### config.mk
export PLATFORM = sky130hd
export DESIGN_NAME = bgt_ram
export DESIGN_NICKNAME = d
export VERILOG_FILES = /design/src/sv/bgt_ram.sv
export SDC_FILE = /design/constraint.sdc
export NUM_CORES = 2
export LEC_CHECK = 0
export ABC_CLOCK_PERIOD_IN_PS = 4800
export BUFFER_PORTS_ARGS = -buffer_cell sky130_fd_sc_hd__buf_2
export CAP_MARGIN = 20
export CORE_UTILIZATION = 37
export DETAILED_ROUTE_END_ITERATION = 8
export PLACE_DENSITY = 0.47
export SLEW_MARGIN = 20
export SYNTH_ARGS = -nofsm -noshare
export SYNTH_HDL_FRONTEND = slang
export SYNTH_SLANG_ARGS = --single-unit
### constraint.sdc
create_clock -name clk -period 4.8 [get_ports clk]
set_input_delay 0.72 -clock clk [delete_from_list [all_inputs] [get_ports clk]]
set_output_delay 0.72 -clock clk [all_outputs]
set_load 0.02 [all_outputs]
### src/sv/bgt_ram.sv
// ============================================================================
// bgt_ram: generic single-port-write, single-port-read RAM.
// Read data is registered and appears in the cycle after the address.
// ============================================================================
module bgt_ram #(
    parameter int Width = 32,
    parameter int Depth = 64
) (
    input  logic                     clk,
    input  logic                     we,
    input  logic [$clog2(Depth)-1:0] waddr,
    input  logic [Width-1:0]         wdata,
    input  logic [$clog2(Depth)-1:0] raddr,
    output logic [Width-1:0]         rdata
);
    logic [Width-1:0] mem [Depth];

    always_ff @(posedge clk)
    begin
        if (we)
            mem[waddr] <= wdata;
        rdata <= mem[raddr];
    end
endmodule

==> results.tsv <==
metric	value	unit
hp-class	input port to flip-flop	
root_buffer	clkbuf_16	
layout-drive-gt1-share	30.93	%
startpoint_type	input port	
antenna_found_initial	18	
area_growth_syn_to_layout	15.43	%
numCtsBuffers	214	
wire_per_inst	33.60	um
pwr_density_cell	423.7	mW/mm^2
drtAntennaViolNets	0	
reg2reg_depth	4	
coreArea	0.2102	mm^2
path_max_fanout	34	
ys_top_cells_by_area	edfxtp_1 78%, mux4_2 16%, mux2i_1 1.2%	
setup_viol	0	
post_cts_buffers	0	
clk_latency	0.86	ns
critPathCaptureType	flip-flop	
cap_violations	0	
dp_cells	6217	
cts_tree	built	
rsz0062_at_grt	false	
grt_pass1_wl	309300	um
avgViaCountPerCell	5.548	
grt_pass1_vias	38540	
drc	0	
crit_chain	buf_8 -> buf_12 -> buf_4 -> mux4_2 -> mux4_2 -> o22ai_1 -> nor2_1	
dp_hpwl	132200	um
worstPathRequired	5.48	ns
critPathMostFrequentCell	mux4_2	
ys_ff_latch	2080	
vias	36710	
grt_usage	20.76	%
fp.dieW	462.7	um
firstDrtPassIters	5	
cts_max_path_buffers	3	
postSynthCellCount	3324	
io_buffers	77	
wl	222300	um
overflow	0	
yosysUniqueCellTypes	34	
rows	168	
reg2reg_to	rdata[10]$_DFF_P_	
htree_levels	4	
grt_max_degree	97	
whs_path_depth	1	
status	complete, no violations	
setup-tns-final	0	ns
ys_warn_count	0	
drv_slew	0	
nets	3675	
max_stage_delay	0.81	ns
whs_endpoint	mem[11][23]$_DFFE_PP_	
worst_slew_pin_slew	1.053	ns
cts_resized	0	
finClkSkew	0.02741	ns
maxSlewHeadroom	29.63	%
crit_family	multiplexers	
min-delay-start	wdata[23]	
ys_seq_area_share	79.14	%
leakage	28.07	nW
path_class	input port to flip-flop	
synth_top_area_share	78.33	%
gp_congestion	0.7904	
synth_area	0.07852	mm^2
fmax	0.3066	GHz
clock_sinks	2080	
crit_buf_inv	3	
cts.reportedPaths.clkPinSlew	0.06	ns
synth_top_area_cell	edfxtp_1	
reg2reg_slack	2.21	ns
crit_slowest_cell	o22ai_1	
initial_core_util	37.35	%
drt_iter0_drc	3958	
worst_r2r_startpoint	mem[19][10]$_DFFE_PP_	
stdcell_count	6617	
io_pins	78	
hold_viol	0	
layout_min_cycle_time	3.261	ns
ctsHoldBuffers	0	
peakVddDrop	406.5	uV
dieHeight	462.7	um
dieArea	0.2141	mm^2
syn_area_per_cell	23.62	um^2
finalCritPeriodShare	67.94	%
arrival	3.94	ns
synth_nets	3370	
where the power goes:
part / total, W / leakage, nW / switching [W] / internal [W]
Clock: 0.0162 / 3.31 / 0.00696 / 0.00922
Combinational: 0.00200 / 6.07 / 0.00130 / 0.000706
Sequential: 0.0202 / 18.7 / 0.0000961 / 0.0201
Total: 0.0384 / 28.1 / 0.00835 / 0.0300
sequential cells by signal (all words and copies together), names as in the netlist:
name and count:
rdata 32, mem 2048
kinds of logic (layout without fill, tap and decap cells):
group	after synthesis	after routing	synth area share (%)
flip-flops	2080	2080	79.14
multiplexers	637	637	16.79
AND/OR/NAND/NOR	223	223	1.265
AO/OA/AOI/OAI	202	202	1.673
buffers and inverters	182	666	1.128
other	0	4	0
layout by cell type (no fill, tap or decap), types with 3 or more instances in the layout:
cell type / n
nor3_1: 5
edfxtp_1: 2048
and3_1: 4
mux4_2: 544
nand3b_1: 5
nor2b_1: 14
o221ai_1: 27
a22oi_1: 12
inv_6: 3
nor2_4: 62
mux2i_1: 93
a311oi_1: 8
or3_1: 3
diode_2: 4
buf_12: 26
o22ai_1: 84
clkbuf_1: 64
clkbuf_16: 217
nand2_1: 26
a21oi_1: 62
clkbuf_8: 7
bufinv_16: 15
dfxtp_1: 32
clkinv_2: 37
clkinv_1: 38
nor2_1: 75
nand3_1: 5
buf_8: 3
clkinvlp_4: 5
buf_2: 73
a41o_1: 4
o32ai_1: 4
clkinv_8: 4
buf_4: 168
or3b_2: 3
inv_16: 3
nand2b_1: 7
synth_stat cells:
cell type	number
buf_1	21
mux2i_1	93
a311oi_1	8
o221ai_1	27
nor2b_1	15
o22ai_1	84
a41o_1	4
a21oi_1	62
edfxtp_1	2048
nand2b_1	8
or2_2	1
buf_4	25
nand4_1	2
a31oi_1	1
or2_1	1
nand4b_1	1
nand2_1	26
nor3_1	7
buf_2	57
or3b_2	3
and3_1	4
mux4_2	544
a22oi_1	12
nand3_1	5
dfxtp_1	32
nand3b_1	5
and2_1	2
buf_6	5
or2_0	1
or3b_1	2
or3_1	3
nor2_1	137
clkbuf_1	74
o32ai_1	4
cell type report:
cell class              count  area (um^2)
well taps                2805         3510
multi-input cells        1062        15970
flip-flops and latches   2080        62140
fillers                 17950       119600
clock buffers             288         5767
clock inverters           107         1027
repair buffers            271         2203
diodes                      4        10.01
per-layer routing:
layer  GRT usage [%]  share of wire, %
met5               0            0.0085
met4           4.097               1.6
met3           3.171               5.3
met2           34.74                50
met1           28.88                43
worst reg2reg max path, stage by stage, from the launching register on:
cell	delay (ns)
edfxtp_1	0.37
mux4_2	0.49
mux4_2	0.57
o22ai_1	0.83
nor2_1	0.17
metrics by stage:
step / setup slack (ns) / total power [W] / instance area [um^2] / utilization, % / hold WS, ns
floorplan: 0.9202 / 0.02155 / 78520 / - / 0.6632
global placement: 0.6385 / 0.02261 / 83790 / 39.86 / 0.7891
detailed placement: 0.6353 / 0.02265 / 83820 / 39.87 / 0.7431
CTS: 1.550 / 0.03878 / 90610 / 43.11 / 0.1075
global route: 1.466 / 0.03951 / 90620 / 43.11 / 0.1041
finish: 1.539 / 0.03840 / 90630 / 43.11 / 0.1308
how the worst max path moves through the flow:
stage / startpoint / endpoint / slack [ns] / cells after the start
5_1_grt: raddr[0] / rdata[10]$_DFF_P_ / 1.47 / 7
4_1_cts: raddr[0] / rdata[10]$_DFF_P_ / 1.55 / 7
3_3_place_gp: raddr[0] / rdata[10]$_DFF_P_ / 0.64 / 7
6_report: raddr[0] / rdata[10]$_DFF_P_ / 1.54 / 7
2_1_floorplan: waddr[3] / mem[48][0]$_DFFE_PP_ / 0.92 / 4
3_5_place_dp: raddr[0] / rdata[10]$_DFF_P_ / 0.64 / 7
(Power assumes the default switching activity.)
